[config.mk]
export PLATFORM = sky130hd
export DESIGN_NAME = raw_dependency_tracker
export DESIGN_NICKNAME = d
export VERILOG_FILES = /design/src/rtl/rdt_pkg.sv /design/src/rtl/rdt_table.sv /design/src/rtl/rdt_counter.sv /design/src/rtl/raw_dependency_tracker.sv
export SDC_FILE = /design/constraint.sdc
export NUM_CORES = 1
export LEC_CHECK = 0
export BUFFER_PORTS_ARGS = -buffer_cell sky130_fd_sc_hd__buf_2
export CAP_MARGIN = 5
export CORE_MARGIN = 5
export CORE_UTILIZATION = 50
export CTS_BUF_LIST = sky130_fd_sc_hd__clkbuf_4 sky130_fd_sc_hd__clkbuf_8
export DETAILED_ROUTE_END_ITERATION = 8
export GPL_TIMING_DRIVEN = 0
export PLACE_DENSITY = 0.68
export SETUP_SLACK_MARGIN = 0.3
export SYNTH_ARGS = -nofsm -noshare
export SYNTH_HDL_FRONTEND = slang
export SYNTH_SLANG_ARGS = --single-unit
[constraint.sdc]
create_clock -name clk -period 16.47 [get_ports clk]
set_input_delay 4.1175 -clock clk [delete_from_list [all_inputs] [get_ports clk]]
set_output_delay 4.1175 -clock clk [all_outputs]
set_load 0.02 [all_outputs]
[src/rtl/rdt_pkg.sv]
`default_nettype none

package rdt_pkg;

	localparam int NUM_REGS_DEF    = 32;
	localparam int MAX_PROGRAM_DEF = 4096;

	// fixed field widths of the instruction and result ports
	localparam int REG_W     = 5;
	localparam int OUT_IDX_W = 12;
	localparam int PROD_W    = 13;

	localparam logic [PROD_W-1:0] NO_PRODUCER = {PROD_W{1'b1}};

	typedef struct packed {
		logic wr_en;
		logic clear;
	} tbl_ctl_t;

	typedef struct packed {
		logic advance;
		logic clear;
	} cnt_ctl_t;

endpackage

`default_nettype wire

[src/rtl/rdt_table.sv]
`default_nettype none

module rdt_table #(
	parameter int NUM_REGS = rdt_pkg::NUM_REGS_DEF,
	parameter int ENTRY_W  = 24
) (
	input  wire                         clk,
	input  wire                         arst_n,
	input  wire                         rd_en,
	input  wire  [$clog2(NUM_REGS)-1:0] rd_addr_a,
	input  wire  [$clog2(NUM_REGS)-1:0] rd_addr_b,
	output logic [ENTRY_W-1:0]          rd_data_a,
	output logic [ENTRY_W-1:0]          rd_data_b,
	output logic [NUM_REGS-1:0]         valid,
	input  rdt_pkg::tbl_ctl_t           ctl,
	input  wire  [$clog2(NUM_REGS)-1:0] wr_addr,
	input  wire  [ENTRY_W-1:0]          wr_data
);

	logic [ENTRY_W-1:0]  mem [NUM_REGS];
	logic [NUM_REGS-1:0] valid_q;
	logic [NUM_REGS-1:0] valid_d;

	// read returns the old entry when the same address is written in that cycle
	always_ff @(posedge clk) begin
		if (ctl.wr_en) begin
			mem[wr_addr] <= wr_data;
		end
		if (rd_en) begin
			rd_data_a <= mem[rd_addr_a];
			rd_data_b <= mem[rd_addr_b];
		end
	end

	always_comb begin
		valid_d = valid_q;
		if (ctl.clear) begin
			valid_d = '0;
		end
		if (ctl.wr_en) begin
			valid_d[wr_addr] = 1'b1;
		end
	end

	always_ff @(posedge clk or negedge arst_n) begin
		if (!arst_n) begin
			valid_q <= '0;
		end else begin
			valid_q <= valid_d;
		end
	end

	assign valid = valid_q;

endmodule

`default_nettype wire

[src/rtl/rdt_counter.sv]
`default_nettype none

module rdt_counter #(
	parameter int MAX_PROGRAM = rdt_pkg::MAX_PROGRAM_DEF
) (
	input  wire                            clk,
	input  wire                            arst_n,
	input  rdt_pkg::cnt_ctl_t              ctl,
	output logic [$clog2(MAX_PROGRAM)-1:0] index,
	output logic                           overflow
);

	localparam int IW = $clog2(MAX_PROGRAM);
	localparam logic [IW-1:0] TOP = IW'(MAX_PROGRAM - 1);

	logic [IW-1:0] next_q;
	logic          last_q;
	logic          ovf_q;
	logic [IW-1:0] cur_next;
	logic          cur_last;
	logic          cur_ovf;
	logic [IW-1:0] next_d;
	logic          last_d;
	logic          ovf_d;

	always_comb begin
		cur_next = ctl.clear ? '0 : next_q;
		cur_last = ctl.clear ? 1'b0 : last_q;
		cur_ovf  = ctl.clear ? 1'b0 : ovf_q;
		next_d   = cur_next;
		last_d   = cur_last;
		ovf_d    = cur_ovf;
		// saturate: the top index repeats, with overflow from its second use
		priority if (cur_next < TOP) begin
			next_d = cur_next + IW'(1);
		end else if (cur_last) begin
			ovf_d = 1'b1;
		end else begin
			last_d = 1'b1;
		end
	end

	always_ff @(posedge clk or negedge arst_n) begin
		if (!arst_n) begin
			next_q <= '0;
			last_q <= 1'b0;
			ovf_q  <= 1'b0;
		end else if (ctl.advance) begin
			next_q <= next_d;
			last_q <= last_d;
			ovf_q  <= ovf_d;
		end
	end

	assign index    = cur_next;
	assign overflow = ovf_d;

endmodule

`default_nettype wire

[src/rtl/raw_dependency_tracker.sv]
`default_nettype none

// A request is registered in stage 1, then in the output register. Throughput:
// one request per cycle unless output stalls; the writer table has one write and
// two registered read ports; a same-cycle write is forwarded to the next request.
// Reset: asynchronous, clears the stage and output valids, the writer valid bits,
// the index counter and the overflow flag. Table entries are not cleared.
module raw_dependency_tracker #(
	parameter int NUM_REGS    = rdt_pkg::NUM_REGS_DEF,
	parameter int MAX_PROGRAM = rdt_pkg::MAX_PROGRAM_DEF
) (
	input  wire                                  clk,
	input  wire                                  arst_n,
	input  wire                                  in_valid,
	output logic                                 in_stall,
	input  wire                                  start_of_program,
	input  wire         [rdt_pkg::REG_W-1:0]     dest_reg,
	input  wire         [rdt_pkg::REG_W-1:0]     first_source_reg,
	input  wire         [rdt_pkg::REG_W-1:0]     second_source_reg,
	output logic                                 out_valid,
	input  wire                                  out_stall,
	output logic        [rdt_pkg::OUT_IDX_W-1:0] inst_index,
	output logic signed [rdt_pkg::PROD_W-1:0]    first_producer,
	output logic signed [rdt_pkg::PROD_W-1:0]    second_producer,
	output logic        [rdt_pkg::OUT_IDX_W-1:0] dep_depth,
	output logic                                 index_overflow
);

	localparam int IW  = $clog2(MAX_PROGRAM);
	localparam int AW  = $clog2(NUM_REGS);
	localparam int EW  = 2 * IW;
	localparam logic [IW-1:0] TOP = IW'(MAX_PROGRAM - 1);

	// stage 1 registers
	logic                      valid_s1;
	logic                      start_s1;
	logic [rdt_pkg::REG_W-1:0] dst_s1;
	logic [rdt_pkg::REG_W-1:0] src_a_s1;
	logic [rdt_pkg::REG_W-1:0] src_b_s1;
	logic                      fwd_en_s1;
	logic [rdt_pkg::REG_W-1:0] fwd_reg_s1;
	logic [EW-1:0]             fwd_data_s1;

	// output registers
	logic                          out_valid_q;
	logic [rdt_pkg::OUT_IDX_W-1:0] index_q;
	logic [rdt_pkg::PROD_W-1:0]    prod_a_q;
	logic [rdt_pkg::PROD_W-1:0]    prod_b_q;
	logic [rdt_pkg::OUT_IDX_W-1:0] depth_q;
	logic                          ovf_q;

	logic              in_acc;
	logic              adv;
	logic [EW-1:0]     rd_a;
	logic [EW-1:0]     rd_b;
	logic [NUM_REGS-1:0] wvalid;
	rdt_pkg::tbl_ctl_t tbl_ctl;
	rdt_pkg::cnt_ctl_t cnt_ctl;
	logic [IW-1:0]     cur_idx;
	logic              cur_ovf;
	logic              dst_ok;
	logic              hit_a;
	logic              hit_b;
	logic [EW-1:0]     ent_a;
	logic [EW-1:0]     ent_b;
	logic [IW-1:0]     dmax;
	logic [IW-1:0]     res_depth;
	logic [EW-1:0]     wr_data;

	assign adv      = valid_s1 && (!out_valid_q || !out_stall);
	assign in_stall = valid_s1 && !adv;
	assign in_acc   = in_valid && !in_stall;

	assign dst_ok          = 32'(dst_s1) < NUM_REGS;
	assign tbl_ctl.wr_en   = adv && dst_ok;
	assign tbl_ctl.clear   = adv && start_s1;
	assign cnt_ctl.advance = adv;
	assign cnt_ctl.clear   = start_s1;
	assign wr_data         = {cur_idx, res_depth};

	rdt_table #(
		.NUM_REGS (NUM_REGS),
		.ENTRY_W  (EW)
	) u_table (
		.clk       (clk),
		.arst_n    (arst_n),
		.rd_en     (in_acc),
		.rd_addr_a (AW'(first_source_reg)),
		.rd_addr_b (AW'(second_source_reg)),
		.rd_data_a (rd_a),
		.rd_data_b (rd_b),
		.valid     (wvalid),
		.ctl       (tbl_ctl),
		.wr_addr   (AW'(dst_s1)),
		.wr_data   (wr_data)
	);

	rdt_counter #(
		.MAX_PROGRAM (MAX_PROGRAM)
	) u_counter (
		.clk      (clk),
		.arst_n   (arst_n),
		.ctl      (cnt_ctl),
		.index    (cur_idx),
		.overflow (cur_ovf)
	);

	always_comb begin
		// a write made while this request was read is not in the read data yet
		ent_a = (fwd_en_s1 && fwd_reg_s1 == src_a_s1) ? fwd_data_s1 : rd_a;
		ent_b = (fwd_en_s1 && fwd_reg_s1 == src_b_s1) ? fwd_data_s1 : rd_b;
		hit_a = !start_s1 && (32'(src_a_s1) < NUM_REGS) && wvalid[AW'(src_a_s1)];
		hit_b = !start_s1 && (32'(src_b_s1) < NUM_REGS) && wvalid[AW'(src_b_s1)];
		dmax  = '0;
		if (hit_a && ent_a[IW-1:0] > dmax) begin
			dmax = ent_a[IW-1:0];
		end
		if (hit_b && ent_b[IW-1:0] > dmax) begin
			dmax = ent_b[IW-1:0];
		end
		priority if (!hit_a && !hit_b) begin
			res_depth = '0;
		end else if (dmax >= TOP) begin
			res_depth = TOP;
		end else begin
			res_depth = dmax + IW'(1);
		end
	end

	always_ff @(posedge clk or negedge arst_n) begin
		if (!arst_n) begin
			valid_s1    <= 1'b0;
			out_valid_q <= 1'b0;
		end else begin
			if (in_acc) begin
				valid_s1 <= 1'b1;
			end else if (adv) begin
				valid_s1 <= 1'b0;
			end
			if (adv) begin
				out_valid_q <= 1'b1;
			end else if (!out_stall) begin
				out_valid_q <= 1'b0;
			end
		end
	end

	always_ff @(posedge clk) begin
		if (in_acc) begin
			start_s1    <= start_of_program;
			dst_s1      <= dest_reg;
			src_a_s1    <= first_source_reg;
			src_b_s1    <= second_source_reg;
			fwd_en_s1   <= tbl_ctl.wr_en;
			fwd_reg_s1  <= dst_s1;
			fwd_data_s1 <= wr_data;
		end
		if (adv) begin
			index_q  <= rdt_pkg::OUT_IDX_W'(cur_idx);
			prod_a_q <= hit_a ? rdt_pkg::PROD_W'(ent_a[EW-1:IW]) : rdt_pkg::NO_PRODUCER;
			prod_b_q <= hit_b ? rdt_pkg::PROD_W'(ent_b[EW-1:IW]) : rdt_pkg::NO_PRODUCER;
			depth_q  <= rdt_pkg::OUT_IDX_W'(res_depth);
			ovf_q    <= cur_ovf;
		end
	end

	assign out_valid       = out_valid_q;
	assign inst_index      = index_q;
	assign first_producer  = prod_a_q;
	assign second_producer = prod_b_q;
	assign dep_depth       = depth_q;
	assign index_overflow  = ovf_q;

	a_depth_zero: assert property (@(posedge clk) disable iff (!arst_n)
		(adv && !hit_a && !hit_b) |-> res_depth == '0)
		else $error("depth not zero without producers");

	a_prod_order: assert property (@(posedge clk) disable iff (!arst_n)
		(adv && hit_a) |-> ent_a[EW-1:IW] <= cur_idx)
		else $error("producer index later than consumer");

	a_ovf_saturated: assert property (@(posedge clk) disable iff (!arst_n)
		(out_valid && index_overflow) |-> inst_index == rdt_pkg::OUT_IDX_W'(TOP))
		else $error("overflow reported with unsaturated index");

endmodule

`default_nettype wire

==> reports/metrics.yaml, run 1 <==
num_rows: 108
die_y_um: 306
cts_root_buffer: "clkbuf_8"
grt_use_total: 0.277
fin_util: 0.578
setup_tns_ns: 0
setup_viol: 0
fillers: 6355
reg2reg_from: "src_a_s1[2]"
yosysTopAreaCell: "edfxtp_1"
floorplan.initialDensity: 0.504
synth_top_area_share: 0.627
ios: 73
dieArea_um2: 93500
coreArea_um2: 86800
clock_latency_ns: 0.84
drc: 0
synth.avg_cell_area_um2: 20.5
htreeDepth: 4
clockBufferDepth: 3
layout.nets: 2448
maxSlewHeadroom: 0.115
ctsResizeCount: 0
yosysSeqAreaShare: 0.654
leakage_nw: 15.6
synth_compound_area_frac: 0.0170
numCtsBuffers: 157
grt_overflow: 0
multiInputGateArea_um2: 14900
rsz0062_at_grt: "false"
critPathLaunchType: "input port"
cp-startpoint: "out_stall"
p_per_area_nw_per_um2: 108
grt_pass1_vias: 25799
drtIter0Drc: 3081
port_buffers: 72
register_area_um2: 28600
worstPathRequired_ns: 12.35
routedWlPerCell_um: 35.1
ctsHoldBuffers: 0
status: "finished clean"
clk_pin_slew_worst_paths_ns: 0.06
synth.area.mux_share: 0.273
fin_crit_ns: 8.65
hp-start: "u_counter.next_q[8]"
syn_area_um2: 43700
min_path_type: "flip-flop to flip-flop"
die_w_um: 306
async_flop_share: 0.0499
synth_fp_nets: 2165
synth-xor-area-share: 0.00521
power_mw: 5.42
yosys_warnings: 0
vias_per_cell: 6.78
path_max_fanout: 3
synth_area_leaders: "edfxtp_1 63%, mux4_2 25%, dfrtp_1 2.7%"
yosysMostFrequentCell: "edfxtp_1"
synth_cell_types: 62
ant_nets: 0
synth_edf_count: 913
skew_ns: 0.0559
grt_pass1_wl_um: 184000
wl_um: 130000
cap_violations: 0
synth_top_family_by_area: "multiplexers"
yosys_register_bits: 961
slew_violations: 0
max_freq_ghz: 0.116
cts_setup_buffers: 0
hold_viol: 0
dpl_cell_area_um2: 46900
syn2layout_area_growth_pct: 14.7
tritoncts: "yes"
design_area_um2: 50200
hpwlAfterDp_um: 86600
max_slew.worst_pin.slew_ns: 1.33
arrival_ns: 4.54
gp_congestion: 0.917
synthSimpleGateAreaFrac: 0.0331
antenna_found_initial: 4
peakVddDrop_mv: 0.0837
cp-end-kind: "output port"
route.vias.total: 25023
grt_max_degree: 68
synth_common_cells: "913 x edfxtp_1, 493 x mux4_2, 139 x nand2_1"
synth-main-ff-cell: "edfxtp_1"
netlist_instances: 2131
cts_sinks: 961
worstSetupPathType: "input port to output port"
synth-adder-area-share: 0.00400
dr.pass1.iters: 6
layout-drive-gt1-share: 0.389
period_share: 0.525
-- cells in the final DEF, fill, tap and decap left out, types with 35 or more instances in the layout --
| cell | instances |
|---|---|
| dfrtp_1 | 48 |
| clkbuf_4 | 45 |
| edfxtp_1 | 913 |
| mux2_2 | 54 |
| clkbuf_8 | 158 |
| clkbuf_1 | 95 |
| mux4_2 | 493 |
| buf_2 | 78 |
| buf_1 | 35 |
| nand2_1 | 139 |
| nand3_1 | 51 |
| clkinv_1 | 44 |
-- metal layers --
layer | track usage | wire length (um) | vias up
li1 | - | - | 9741
met1 | 0.374 | 47500 | 13233
met2 | 0.433 | 61200 | 1723
met3 | 0.0618 | 13500 | 324
met4 | 0.141 | 7600 | 2
met5 | 0 | 12 | -
-- power by group --
part / switching, mW / internal (mW) / total [mW]
clock network: 0.991 / 1.17 / 2.16
logic: 0.303 / 0.186 / 0.488
registers: 0.0283 / 2.75 / 2.77
-- worst paths after layout --
path,end,slack [ns],cells after the start
worst max-delay path,in_stall,7.82,4
worst min-delay path,u_counter.next_q[8],0.50,1
worst max register to register,u_table.mem[5][5],8.04,24
worst min register to register,u_counter.next_q[8],0.50,1
max in group asynchronous,u_counter.next_q[5],12.55,2
min in group asynchronous,u_table.valid[11],3.33,1
-- registers in the layout (all words and copies together) (netlist names), 12 cells and up --
signal,flops
u_counter.next_q,12
second_producer,13
first_producer,13
u_table.valid,32
u_table.mem,768
u_table.rd_data_b,24
inst_index,12
u_table.rd_data_a,24
dep_depth,12
fwd_data_s1,24
-- worst max-delay path, stage by stage --
cell	delay, ns
buf_2	0.10
nand3_1	0.12
inv_1	0.05
buf_2	0.15
-- stage by stage --
stage	hold WS [ns]	std cells	setup slack, ns
after floorplan	0.452	2131	7.99
after global placement	0.471	3358	6.79
after detailed placement	0.487	3406	7.81
after CTS	0.494	3686	7.81
after global routing	0.517	3691	7.77
final	0.498	3693	7.82
-- cell families after synthesis --
family | after synthesis
XOR/XNOR | 26
flip-flops | 961
multiplexers | 568
AO/OA/AOI/OAI | 100
AND/OR/NAND/NOR | 311
adder cells (fa/ha/maj) | 14
buffers and inverters | 151
-- layout make-up --
cell class | instances | area share
plain buffers | 141 | 0.0110
flip-flops and latches | 961 | 0.571
diodes | 3 | 0.000150
inverters | 10 | 0.00105
repair buffers | 124 | 0.0279
clock inverters | 77 | 0.0140
well taps | 1155 | 0.0288
clock buffers | 203 | 0.0501
multi-input cells | 1019 | 0.296
(Power assumes the default switching activity.)
==> inputs of run 2 (changes only) <==
--- a/config.mk
+++ b/config.mk
@@ -12,7 +12,7 @@
 export CTS_BUF_LIST = sky130_fd_sc_hd__clkbuf_4 sky130_fd_sc_hd__clkbuf_8
 export DETAILED_ROUTE_END_ITERATION = 8
 export GPL_TIMING_DRIVEN = 0
-export PLACE_DENSITY = 0.68
+export PLACE_DENSITY = 0.7
 export SETUP_SLACK_MARGIN = 0.3
 export SYNTH_ARGS = -nofsm -noshare
 export SYNTH_HDL_FRONTEND = slang
==> constraint.sdc (replaced) <==
create_clock -name clk -period 7.6 [get_ports clk]
set_input_delay 1.9 -clock clk [delete_from_list [all_inputs] [get_ports clk]]
set_output_delay 1.9 -clock clk [all_outputs]
set_load 0.02 [all_outputs]
==> reports/metrics.yaml, run 2 (same netlist as run 1, synthesis figures left out) <==
drtIter0Drc: 3369  # +9.3%
ant_nets: 0  # unchanged
dpl_cell_area_um2: 46900  # +0.12%
largest_register_ff_count: 768  # unchanged
fin_util: 0.580  # +0.00159
max_slew.worst_pin.slew_ns: 1.36  # +0.0305 ns
die_y_um: 306  # unchanged
max_freq_ghz: 0.141
setup_viol: 0  # unchanged
status: "finished clean"
fin_crit_ns: 7.10
final_cell_mix: "913 x edfxtp_1, 493 x mux4_2, 161 x clkbuf_8"
ctsHoldBuffers: 0  # unchanged
skew_ns: 0.0545  # -0.00138 ns
worst_slack_ns: 0.504  # -7.31 ns
drc: 0  # unchanged
p_per_area_nw_per_um2: 229  # +110%
final_common_cell: "edfxtp_1"
whs_path_depth: 1  # unchanged
grt_pass1_vias: 25650  # -0.58%
route.vias.total: 25050  # +0.11%
num_rows: 108  # unchanged
path_max_fanout: 16  # +13
grt_use_total: 0.273  # -0.00433
port_buffers: 72  # unchanged
setup_tns_ns: 0  # unchanged
grt_pass1_wl_um: 181000  # -1.5%
tritoncts: "yes"
clock_latency_ns: 0.83  # about the same
design_area_um2: 50300  # +0.27%
ff2ff_path_depth: 25  # +4.2%
min_path_type: "flip-flop to flip-flop"
die_w_um: 306  # unchanged
maxSlewHeadroom: 0.0944  # -0.0203
hpwlAfterDp_um: 85700  # -1.0%
floorplan.initialDensity: 0.504  # unchanged
critPathLaunchType: "flip-flop"
layout.nets: 2464  # +0.65%
gp_congestion: 0.917  # about the same
layout-drive-gt1-share: 0.398  # +0.00909
period_share: 0.934
coreArea_um2: 86800  # unchanged
wl_um: 128000  # -1.5%
leakage_nw: 15.7  # +0.54%
peakVddDrop_mv: 0.167  # +99%
r2r_setup_slack_ns: 0.50  # -7.54 ns
numCtsBuffers: 157  # unchanged
antenna_found_initial: 5  # +1
worstPathRequired_ns: 8.11  # -4.24 ns
grt_overflow: 0  # unchanged
syn2layout_area_growth_pct: 15.0
htreeDepth: 4  # unchanged
hold_viol: 0  # unchanged
cp-end-kind: "flip-flop"
slew_violations: 0  # unchanged
cts_root_buffer: "clkbuf_8"
clk_pin_slew_worst_paths_ns: 0.06  # about the same
ios: 73  # unchanged
cts_sinks: 961  # unchanged
clockBufferDepth: 3  # unchanged
pre_cts_slack_ns: -0.991  # -8.81 ns
cap_violations: 0  # unchanged
worstSetupPathType: "flip-flop to flip-flop"
dr.pass1.iters: 6  # unchanged
grt_max_degree: 68  # unchanged
arrival_ns: 7.61  # +3.07 ns
routedWlPerCell_um: 34.4  # -2.0%
top_register: "u_table.mem"
power_mw: 11.5  # +110%
rsz0062_at_grt: "false"
dieArea_um2: 93500  # unchanged
vias_per_cell: 6.75  # -0.38%
## run 2: cell types whose count changed in the layout (fill, tap and decap cells not counted), sizes merged
cell / before / now
buf: 167 / 180
clkbuf: 301 / 310
bufinv: 10 / 3
clkinv: 55 / 61
a21oi: 16 / 19
inv: 19 / 16
diode: 3 / 1
clkinvlp: 3 / 2
## run 2: path summary, 6_finish.rpt
check	endpoint	start
worst max-delay path	u_table.mem[29][6]	src_a_s1[2]
worst min-delay path	out_valid	valid_s1
min in group asynchronous	u_table.valid[19]	arst_n
max in group asynchronous	u_counter.next_q[10]	arst_n
worst max register to register	u_table.mem[29][6]	src_a_s1[2]
worst min register to register	out_valid	valid_s1
## run 2: cell type report
type,instances,area (um2)
antenna,1,2.50
timing repair buffer,137,1640
multi-input combinational,1022,14900
fill,6337,36500
clock inverter,72,438
sequential,961,28600
tap,1155,1450
inverter,10,52.6
buffer,141,557
clock buffer,212,2600
## run 2: power breakdown
group / switching [mW] / leakage, nW / internal [mW] / total (mW)
Combinational: 0.668 / 5.50 / 0.414 / 1.08
Clock: 2.09 / 1.62 / 2.33 / 4.42
Sequential: 0.0608 / 8.61 / 5.95 / 6.01
Total: 2.82 / 15.7 / 8.70 / 11.5
## run 2: critical path: stages, from the launching register on
cell      delay (ns)
edfxtp_1        0.39
buf_2           0.30
mux4_2          0.26
mux2i_1         0.07
a31o_2          0.28
a211oi_4        0.32
clkbuf_2        0.44
clkbuf_4        0.41
nand2_1         0.12
ha_1            0.35
a211oi_1        0.21
a211oi_1        0.10
or3_1           0.38
o22a_1          0.20
clkbuf_2        0.21
and2_1          0.18
buf_2           0.16
buf_2           0.19
nand2_1         0.09
o21ai_0         0.08
ha_1            0.26
o21a_1          0.18
a2bb2o_1        0.39
o211ai_4        0.41
o211ai_1        0.47
buf_4           0.33
## run 2: what timing repair did
action                                  CTS  global route
endpoints found under the setup margin  406           330
pin swaps                                 6             2
cloned                                    3             0
resized for setup                        13             7
setup buffers                             8             0
## run 2: per-stage QoR
stage	cells	hold slack, ns
global placement	3358	0.472
detailed placement	3406	0.480
floorplan	2131	0.452
global route	3711	0.518
finish	3711	0.492
CTS	3701	0.491
## run 2: routing by layer
layer  part of all wire  wire [um]  global-route usage
met5                  0          0                   0
met4              0.048       6130               0.126
met3               0.12      15300              0.0757
met1               0.36      46100               0.368
met2               0.47      60300               0.422
